$ cat config.mk
export PLATFORM = sky130hd
export DESIGN_NAME = bitmap_slot_allocator_top_flat
export DESIGN_NICKNAME = d
export VERILOG_FILES = /design/src/rtl/bsa_pkg.sv /design/src/rtl/bsa_req_if.sv /design/src/rtl/bsa_rsp_if.sv /design/src/rtl/bsa_map_ram.sv /design/src/rtl/bsa_ctrl.sv /design/src/rtl/bitmap_slot_allocator_top.sv /design/src/flat_wrapper.sv
export SDC_FILE = /design/constraint.sdc
export NUM_CORES = 2
export LEC_CHECK = 0
export ABC_AREA = 1
export CAP_MARGIN = 0
export CORE_MARGIN = 3
export CORE_UTILIZATION = 50
export CTS_CLUSTER_SIZE = 16
export DETAILED_ROUTE_END_ITERATION = 8
export DONT_BUFFER_PORTS = 1
export PLACE_DENSITY = 0.72
export REMOVE_ABC_BUFFERS = 1
export SETUP_SLACK_MARGIN = 0.15
export SLEW_MARGIN = 15
export SYNTH_ARGS = -nofsm -noshare
export SYNTH_HDL_FRONTEND = slang
export SYNTH_SLANG_ARGS = --single-unit
$ cat constraint.sdc
create_clock -name clk -period 6.9 [get_ports clk]
set_clock_uncertainty 0.2 [all_clocks]
set_input_delay 1.38 -clock clk [delete_from_list [all_inputs] [get_ports clk]]
set_output_delay 1.38 -clock clk [all_outputs]
set_load 0.03 [all_outputs]
$ cat src/rtl/bsa_pkg.sv
package bsa_pkg;

    localparam int unsigned WORD_BITS      = 64;
    localparam int unsigned BIT_W          = 6;
    localparam int unsigned INDEX_W        = 10;
    localparam int unsigned DEF_SLOT_COUNT = 1024;

    localparam logic KIND_ALLOC = 1'b0;
    localparam logic KIND_FREE  = 1'b1;

    // lowest set bit of a map word, halving search in six steps
    function automatic logic [BIT_W-1:0] lowest_set_bit(input logic [WORD_BITS-1:0] w);
        logic [WORD_BITS-1:0] v;
        logic [BIT_W-1:0]     b;
        v = w;
        b = '0;
        for (int lvl = BIT_W - 1; lvl >= 0; lvl--)
        begin
            if ((v & ((64'(1) << (1 << lvl)) - 64'(1))) == '0)
            begin
                b[lvl] = 1'b1;
                v      = v >> (1 << lvl);
            end
        end
        return b;
    endfunction

endpackage

$ cat src/rtl/bsa_req_if.sv
interface bsa_req_if
    import bsa_pkg::*;
();
    logic               valid;
    logic               ready;
    logic               kind;
    logic [INDEX_W-1:0] slot_index;

    modport source (output valid, output kind, output slot_index, input ready);
    modport sink   (input valid, input kind, input slot_index, output ready);
endinterface

$ cat src/rtl/bsa_rsp_if.sv
interface bsa_rsp_if
    import bsa_pkg::*;
();
    logic               valid;
    logic               ready;
    logic               success;
    logic [INDEX_W-1:0] granted_index;

    modport source (output valid, output success, output granted_index, input ready);
    modport sink   (input valid, input success, input granted_index, output ready);
endinterface

$ cat src/rtl/bsa_map_ram.sv
module bsa_map_ram
    import bsa_pkg::*;
#(
    parameter int unsigned DEPTH = DEF_SLOT_COUNT / WORD_BITS,
    parameter int unsigned AW    = 4
)
(
    input  logic                 clk,
    input  logic                 we,
    input  logic [AW-1:0]        waddr,
    input  logic [WORD_BITS-1:0] wdata,
    input  logic                 re,
    input  logic [AW-1:0]        raddr,
    output logic [WORD_BITS-1:0] rdata
);

    logic [WORD_BITS-1:0] mem [DEPTH];
    logic [WORD_BITS-1:0] rdata_reg;

    always_ff @(posedge clk)
    begin
        if (we)
        begin
            mem[waddr] <= wdata;
        end
        if (re)
        begin
            rdata_reg <= mem[raddr];
        end
    end

    assign rdata = rdata_reg;

endmodule

$ cat src/rtl/bsa_ctrl.sv
module bsa_ctrl
    import bsa_pkg::*;
#(
    parameter int unsigned SLOT_COUNT = DEF_SLOT_COUNT,
    parameter int unsigned AW         = 4
)
(
    input  logic                 clk,
    input  logic                 rst_n,
    bsa_req_if.sink              req,
    bsa_rsp_if.source            rsp,
    output logic                 ram_we,
    output logic [AW-1:0]        ram_waddr,
    output logic [WORD_BITS-1:0] ram_wdata,
    output logic                 ram_re,
    output logic [AW-1:0]        ram_raddr,
    input  logic [WORD_BITS-1:0] ram_rdata
);

    localparam int unsigned MAP_WORDS    = SLOT_COUNT / WORD_BITS;
    localparam int unsigned MAPPED_SLOTS = MAP_WORDS * WORD_BITS;
    localparam int unsigned HW           = $clog2(MAPPED_SLOTS + 1);
    localparam int unsigned HWW          = HW - BIT_W;
    localparam int unsigned CW           = (HW > INDEX_W + 1) ? HW : INDEX_W + 1;

    localparam logic [2:0] ST_CLEAR = 3'd0;
    localparam logic [2:0] ST_IDLE  = 3'd1;
    localparam logic [2:0] ST_ALLOC = 3'd2;
    localparam logic [2:0] ST_FREE  = 3'd3;
    localparam logic [2:0] ST_DONE  = 3'd4;

    logic [2:0]         state_reg, state_next;
    logic [AW-1:0]      word_reg, word_next;
    logic [HW-1:0]      hint_reg, hint_next;
    logic [INDEX_W-1:0] slot_reg, slot_next;
    logic               res_ok_reg, res_ok_next;
    logic [INDEX_W-1:0] res_g_reg, res_g_next;
    logic               out_valid_reg, out_valid_next;
    logic               out_ok_reg;
    logic [INDEX_W-1:0] out_g_reg;

    logic [CW-1:0]      slot_ext;
    logic [CW-1:0]      held_slot_ext;
    logic               slot_mapped;
    logic [HWW-1:0]     hint_word;
    logic               hint_in_map;
    logic [BIT_W-1:0]   first_bit;
    logic [CW-1:0]      grant_ext;
    logic               last_word;
    logic               out_load;

    assign slot_ext      = CW'(req.slot_index);
    assign held_slot_ext = CW'(slot_reg);
    assign slot_mapped   = slot_ext < CW'(MAPPED_SLOTS);
    assign hint_word     = hint_reg[HW-1:BIT_W];
    assign hint_in_map   = hint_word < HWW'(MAP_WORDS);
    assign first_bit     = lowest_set_bit(ram_rdata);
    assign grant_ext     = CW'({word_reg, first_bit});
    assign last_word     = word_reg == AW'(MAP_WORDS - 1);
    assign out_load      = (state_reg == ST_DONE) && (!out_valid_reg || rsp.ready);

    assign req.ready         = state_reg == ST_IDLE;
    assign rsp.valid         = out_valid_reg;
    assign rsp.success       = out_ok_reg;
    assign rsp.granted_index = out_g_reg;

    // one access to the map at a time: the write-back of an item lands before the
    // next item can issue its read, so no forwarding is needed
    always_comb
    begin
        state_next  = state_reg;
        word_next   = word_reg;
        hint_next   = hint_reg;
        slot_next   = slot_reg;
        res_ok_next = res_ok_reg;
        res_g_next  = res_g_reg;
        ram_we      = 1'b0;
        ram_waddr   = word_reg;
        ram_wdata   = '1;
        ram_re      = 1'b0;
        ram_raddr   = word_reg;
        case (state_reg)
            ST_CLEAR:
            begin
                ram_we = 1'b1;
                if (last_word)
                begin
                    word_next  = '0;
                    state_next = ST_IDLE;
                end
                else
                begin
                    word_next = word_reg + AW'(1);
                end
            end
            ST_IDLE:
            begin
                if (req.valid)
                begin
                    slot_next = req.slot_index;
                    if (req.kind == KIND_ALLOC)
                    begin
                        if (hint_in_map)
                        begin
                            ram_re     = 1'b1;
                            ram_raddr  = AW'(hint_word);
                            word_next  = AW'(hint_word);
                            state_next = ST_ALLOC;
                        end
                        else
                        begin
                            res_ok_next = 1'b0;
                            res_g_next  = '0;
                            state_next  = ST_DONE;
                        end
                    end
                    else
                    begin
                        if (slot_mapped)
                        begin
                            ram_re     = 1'b1;
                            ram_raddr  = AW'(slot_ext >> BIT_W);
                            word_next  = AW'(slot_ext >> BIT_W);
                            state_next = ST_FREE;
                        end
                        else
                        begin
                            res_ok_next = 1'b0;
                            res_g_next  = '0;
                            state_next  = ST_DONE;
                        end
                    end
                end
            end
            ST_ALLOC:
            begin
                // ram_rdata holds word_reg; prefetch the next word while it is empty
                if (ram_rdata != '0)
                begin
                    ram_we      = 1'b1;
                    ram_wdata   = ram_rdata & ~(64'(1) << first_bit);
                    hint_next   = HW'(grant_ext + CW'(1));
                    res_ok_next = 1'b1;
                    res_g_next  = grant_ext[INDEX_W-1:0];
                    state_next  = ST_DONE;
                end
                else if (last_word)
                begin
                    res_ok_next = 1'b0;
                    res_g_next  = '0;
                    state_next  = ST_DONE;
                end
                else
                begin
                    ram_re    = 1'b1;
                    ram_raddr = word_reg + AW'(1);
                    word_next = word_reg + AW'(1);
                end
            end
            ST_FREE:
            begin
                ram_we    = 1'b1;
                ram_wdata = ram_rdata | (64'(1) << slot_reg[BIT_W-1:0]);
                if (CW'(hint_reg) > held_slot_ext)
                begin
                    hint_next = HW'(held_slot_ext);
                end
                res_ok_next = 1'b1;
                res_g_next  = '0;
                state_next  = ST_DONE;
            end
            ST_DONE:
            begin
                if (out_load)
                begin
                    state_next = ST_IDLE;
                end
            end
            default:
            begin
                state_next = ST_IDLE;
            end
        endcase
    end

    always_comb
    begin
        if (out_load)
        begin
            out_valid_next = 1'b1;
        end
        else if (rsp.ready)
        begin
            out_valid_next = 1'b0;
        end
        else
        begin
            out_valid_next = out_valid_reg;
        end
    end

    always_ff @(posedge clk or negedge rst_n)
    begin
        if (!rst_n)
        begin
            state_reg     <= ST_CLEAR;
            word_reg      <= '0;
            hint_reg      <= '0;
            out_valid_reg <= 1'b0;
        end
        else
        begin
            state_reg     <= state_next;
            word_reg      <= word_next;
            hint_reg      <= hint_next;
            out_valid_reg <= out_valid_next;
        end
    end

    always_ff @(posedge clk)
    begin
        slot_reg   <= slot_next;
        res_ok_reg <= res_ok_next;
        res_g_reg  <= res_g_next;
        if (out_load)
        begin
            out_ok_reg <= res_ok_reg;
            out_g_reg  <= res_g_reg;
        end
    end

endmodule

$ cat src/rtl/bitmap_slot_allocator_top.sv
// channel  dir  modport  payload
// req      in   sink     kind, slot_index
// rsp      out  source   success, granted_index
//
// allocate: map words are read from the hint word upward until one has a free bit (up to SLOT_COUNT/64),
// one word per cycle through the single read port of the map memory
// free: read, write back, hand to the output register
// after reset the map is filled with ones word by word; req.ready stays low meanwhile
// a stalled rsp holds in the output register while the next request is taken
module bitmap_slot_allocator_top
    import bsa_pkg::*;
#(
    parameter int unsigned SLOT_COUNT = DEF_SLOT_COUNT
)
(
    input  logic      clk,
    input  logic      rst_n,
    bsa_req_if.sink   req,
    bsa_rsp_if.source rsp
);

    localparam int unsigned MAP_WORDS = SLOT_COUNT / WORD_BITS;
    localparam int unsigned AW        = (MAP_WORDS > 1) ? $clog2(MAP_WORDS) : 1;

    logic                 ram_we;
    logic [AW-1:0]        ram_waddr;
    logic [WORD_BITS-1:0] ram_wdata;
    logic                 ram_re;
    logic [AW-1:0]        ram_raddr;
    logic [WORD_BITS-1:0] ram_rdata;

    bsa_ctrl #(
        .SLOT_COUNT (SLOT_COUNT),
        .AW         (AW)
    ) u_ctrl (
        .clk       (clk),
        .rst_n     (rst_n),
        .req       (req),
        .rsp       (rsp),
        .ram_we    (ram_we),
        .ram_waddr (ram_waddr),
        .ram_wdata (ram_wdata),
        .ram_re    (ram_re),
        .ram_raddr (ram_raddr),
        .ram_rdata (ram_rdata)
    );

    bsa_map_ram #(
        .DEPTH (MAP_WORDS),
        .AW    (AW)
    ) u_map_ram (
        .clk   (clk),
        .we    (ram_we),
        .waddr (ram_waddr),
        .wdata (ram_wdata),
        .re    (ram_re),
        .raddr (ram_raddr),
        .rdata (ram_rdata)
    );

endmodule

$ cat src/flat_wrapper.sv
// flat-port wrapper written by rule: the top's interface ports become plain ports
module bitmap_slot_allocator_top_flat import bsa_pkg::*;
#(
    parameter int unsigned SLOT_COUNT = DEF_SLOT_COUNT
)
  (clk, rst_n, req_valid, req_kind, req_slot_index, req_ready, rsp_valid, rsp_success, rsp_granted_index, rsp_ready);
  bsa_req_if req_i ();
  bsa_rsp_if rsp_i ();
  input  logic clk;
  input  logic rst_n;
  input wire logic [$bits(req_i.valid)-1:0] req_valid;
  input wire logic [$bits(req_i.kind)-1:0] req_kind;
  input wire logic [$bits(req_i.slot_index)-1:0] req_slot_index;
  output wire logic [$bits(req_i.ready)-1:0] req_ready;
  output wire logic [$bits(rsp_i.valid)-1:0] rsp_valid;
  output wire logic [$bits(rsp_i.success)-1:0] rsp_success;
  output wire logic [$bits(rsp_i.granted_index)-1:0] rsp_granted_index;
  input wire logic [$bits(rsp_i.ready)-1:0] rsp_ready;
  assign req_i.valid = req_valid;
  assign req_i.kind = req_kind;
  assign req_i.slot_index = req_slot_index;
  assign req_ready = req_i.ready;
  assign rsp_valid = rsp_i.valid;
  assign rsp_success = rsp_i.success;
  assign rsp_granted_index = rsp_i.granted_index;
  assign rsp_i.ready = rsp_ready;
  bitmap_slot_allocator_top #(.SLOT_COUNT(SLOT_COUNT)) u_core (.clk(clk), .rst_n(rst_n), .req(req_i), .rsp(rsp_i));
endmodule
==> flow_summary.json <==
{
  "min_period_ns": 5.66,
  "holdBufCountCts": 0,
  "drv_cap": 0,
  "ys_warn_count": 0,
  "synth_edf_count": 1120,
  "drv_slew": 0,
  "drive_gt1_share_pct": 7.84,
  "cts_setup_buffers": 0,
  "fp.dieH_um": 316,
  "ir_drop_mv": 1.26,
  "cts_buffers": 110,
  "route.detailed.drc": 0,
  "yosys_register_bits": 1139,
  "worstPathRequired_ns": 6.92,
  "fmax_mhz": 177,
  "setup_viol": 0,
  "async_reset_ff_share_pct": 1.67,
  "clock_sinks": 1139,
  "grt_antenna_before_repair": 1,
  "p_per_area_mw_per_mm2": 542,
  "synth_seq_area_share_pct": 71.2,
  "grt_pass1_wl_mm": 203,
  "stdcell_area_mm2": 0.0532,
  "grt_setup_unrepaired": "no",
  "final.setup.tns_ns": 0,
  "end_kind": "flop",
  "dp_hpwl_mm": 75.4,
  "worstHoldPathType": "input pin to async pin",
  "largest_reg_flops": 1024,
  "grt_pass1_vias": 31800,
  "wl_per_cell_um": 24.7,
  "period_share_pct": 82.0,
  "place.port_buffers": 0,
  "status": "completed",
  "fin_nets": 4214,
  "hold_viol": 0,
  "cts_root_buffer": "clkbuf_16",
  "ctsResizeCount": 0,
  "start_util_pct": 50.9,
  "clkLatencyLatePin_ns": 0.70,
  "diodes": 0,
  "leakage_nw": 18.3,
  "cts_tree": "done",
  "clkTransAtPathRegs_ns": 0.06,
  "vias": 33400,
  "post_dp_cell_area_mm2": 0.0497,
  "synth_cells": 4215,
  "vias_per_cell": 6.04,
  "avgSynthCellArea_um2": 11.4,
  "htreeDepth": 3,
  "ys_types": 56,
  "final_cell_mix": "nand2_1, edfxtp_1, nand3_1",
  "die_area_mm2": 0.0996,
  "rows": 112,
  "arrival_ns": 5.68,
  "clock_path_buffers": 3,
  "synthFlopType": "edfxtp_1",
  "place.gp.congestion": 1.01,
  "synth_area_mm2": 0.0479,
  "mostFrequentLayoutCell": "nand2_1",
  "gr-total-overflow": 0,
  "first_pass_iters": 6,
  "chipWidth_um": 316,
  "drt-total-wl_mm": 137,
  "grt_start_max_net_pins": 183,
  "drtAntennaViolNets": 0,
  "ios": 28,
  "nFillCells": 7620,
  "syn2layout_area_growth_pct": 11.1,
  "core_mm2": 0.0942,
  "critPathLaunch": "u_core.u_map_ram.rdata[29]$_DFFE_PP_",
  "relSlewSlack_pct": 22.5,
  "drt_iter0_drc": 4656,
  "critical_path_class": "flop to flop",
  "worstMarginPinSlew_ns": 1.16,
  "critPathMaxFanout": 28,
  "cp-start-kind": "flop",
  "grt_usage_pct": 27.3,
  "r2r_start": "u_core.u_map_ram.rdata[29]$_DFFE_PP_",
  "r2r_slack_ns": 1.24
}
## power by group
part / switching (mW) / total (mW) / leakage, nW / internal [mW]
clock network: 2.54 / 5.81 / 1.70 / 3.27
registers: 0.536 / 10.2 / 10.2 / 9.68
logic: 9.48 / 12.8 / 6.47 / 3.30
## cells by family (layout without fill, tap and decap cells)
group / after synthesis / after routing / synth area share (%)
simple gates: 2037 / 2037 / 17.8
buf+inv: 362 / 422 / 2.98
fa+ha+maj: 17 / 17 / 0.444
mux: 1 / 1 / 0.0209
compound gates: 658 / 658 / 7.50
flops: 1139 / 1139 / 71.2
xor+xnor: 1 / 1 / 0.0183
## per-layer routing
metal  vias to the layer above  track usage [%]  part of all wire, %
met1                     16200             37.8                   39
met2                      1956             43.2                   47
met4                         2             11.0                  3.9
met3                       337             4.64                  9.9
li1                      14900                -                    -
met5                         -                0               0.0081
## synthesized netlist by cell type (all sizes together), types with 2 or more instances
cell / number / area [um2]
inv: 103 / 387
dfrtp: 19 / 475
ha: 17 / 213
or2: 3 / 18.8
buf: 56 / 279
nor4: 9 / 56.3
o2111ai: 3 / 26.3
a31oi: 71 / 444
a221oi: 12 / 105
o22ai: 5 / 31.3
nor2: 215 / 918
o211ai: 21 / 158
o311ai: 2 / 17.5
edfxtp: 1120 / 33600
nand2: 1302 / 4950
nand4: 10 / 62.6
a22oi: 3 / 22.5
o21ai: 210 / 1050
clkbuf: 198 / 743
a211oi: 5 / 37.5
a21oi: 308 / 1550
o31ai: 5 / 37.5
nor3: 25 / 146
nand3: 472 / 2380
a32oi: 2 / 17.5
clkinv: 5 / 18.8
o21bai: 3 / 22.5
## per-stage QoR
step	worst slack [ns]	hold WS (ns)	utilization [%]	total power, mW	std cells
final	1.24	0.174	56.5	28.8	5529
after global routing	0.842	0.152	56.5	30.4	5529
after CTS	0.980	0.142	56.5	28.7	5528
after detailed placement	1.00	0.208	52.8	22.9	5323
after global placement	1.20	0.203	52.8	22.7	5323
after floorplan	-37.25	0.200	-	16.0	3961
## path summary, 6_finish.rpt
check	endpoint	cells after the start
worst max-delay path	u_core.u_map_ram.mem[4][51]$_DFFE_PP_	26
min in group clk	u_core.u_ctrl.rsp.granted_index[3]$_DFFE_PP_	0
worst min-delay path	u_core.u_ctrl.hint_reg[5]$_DFFE_PN0P_	0
max in group asynchronous	u_core.u_ctrl.hint_reg[3]$_DFFE_PN0P_	0
worst max register to register	u_core.u_map_ram.mem[4][51]$_DFFE_PP_	26
worst min register to register	u_core.u_ctrl.rsp.granted_index[3]$_DFFE_PP_	0
## worst max-delay path, stage by stage, from the launching register on
cell      delay [ns]
edfxtp_1        0.45
nor2_1          0.28
nand2_1         0.08
nor2_1          0.12
nand2_1         0.09
nor2_4          0.31
buf_4           0.29
nand2_1         0.07
nand2_1         0.08
nor2_1          0.06
nand2_2         0.12
nor2_8          0.08
nand2_8         0.23
nand2_1         0.08
nand2_1         0.11
nand2_1         0.07
nor2_1          0.29
nand3_1         0.17
nand2_2         0.15
nor2_8          0.08
a21oi_2         0.28
nand3_4         0.17
inv_2           0.15
ha_1            0.19
nand2_1         0.21
o211ai_1        0.24
nand3_1         0.49
## layout make-up
cell class / instances / area (um2) / area share (%)
clock buffers: 133 / 2920 / 5.50
clock inverters: 72 / 553 / 1.04
inverters: 108 / 423 / 0.795
multi-input cells: 2714 / 12500 / 23.6
flip-flops and latches: 1139 / 34100 / 64.1
well taps: 1254 / 1570 / 2.95
repair buffers: 109 / 1070 / 2.01
Power figures use the tool's default switching activity.
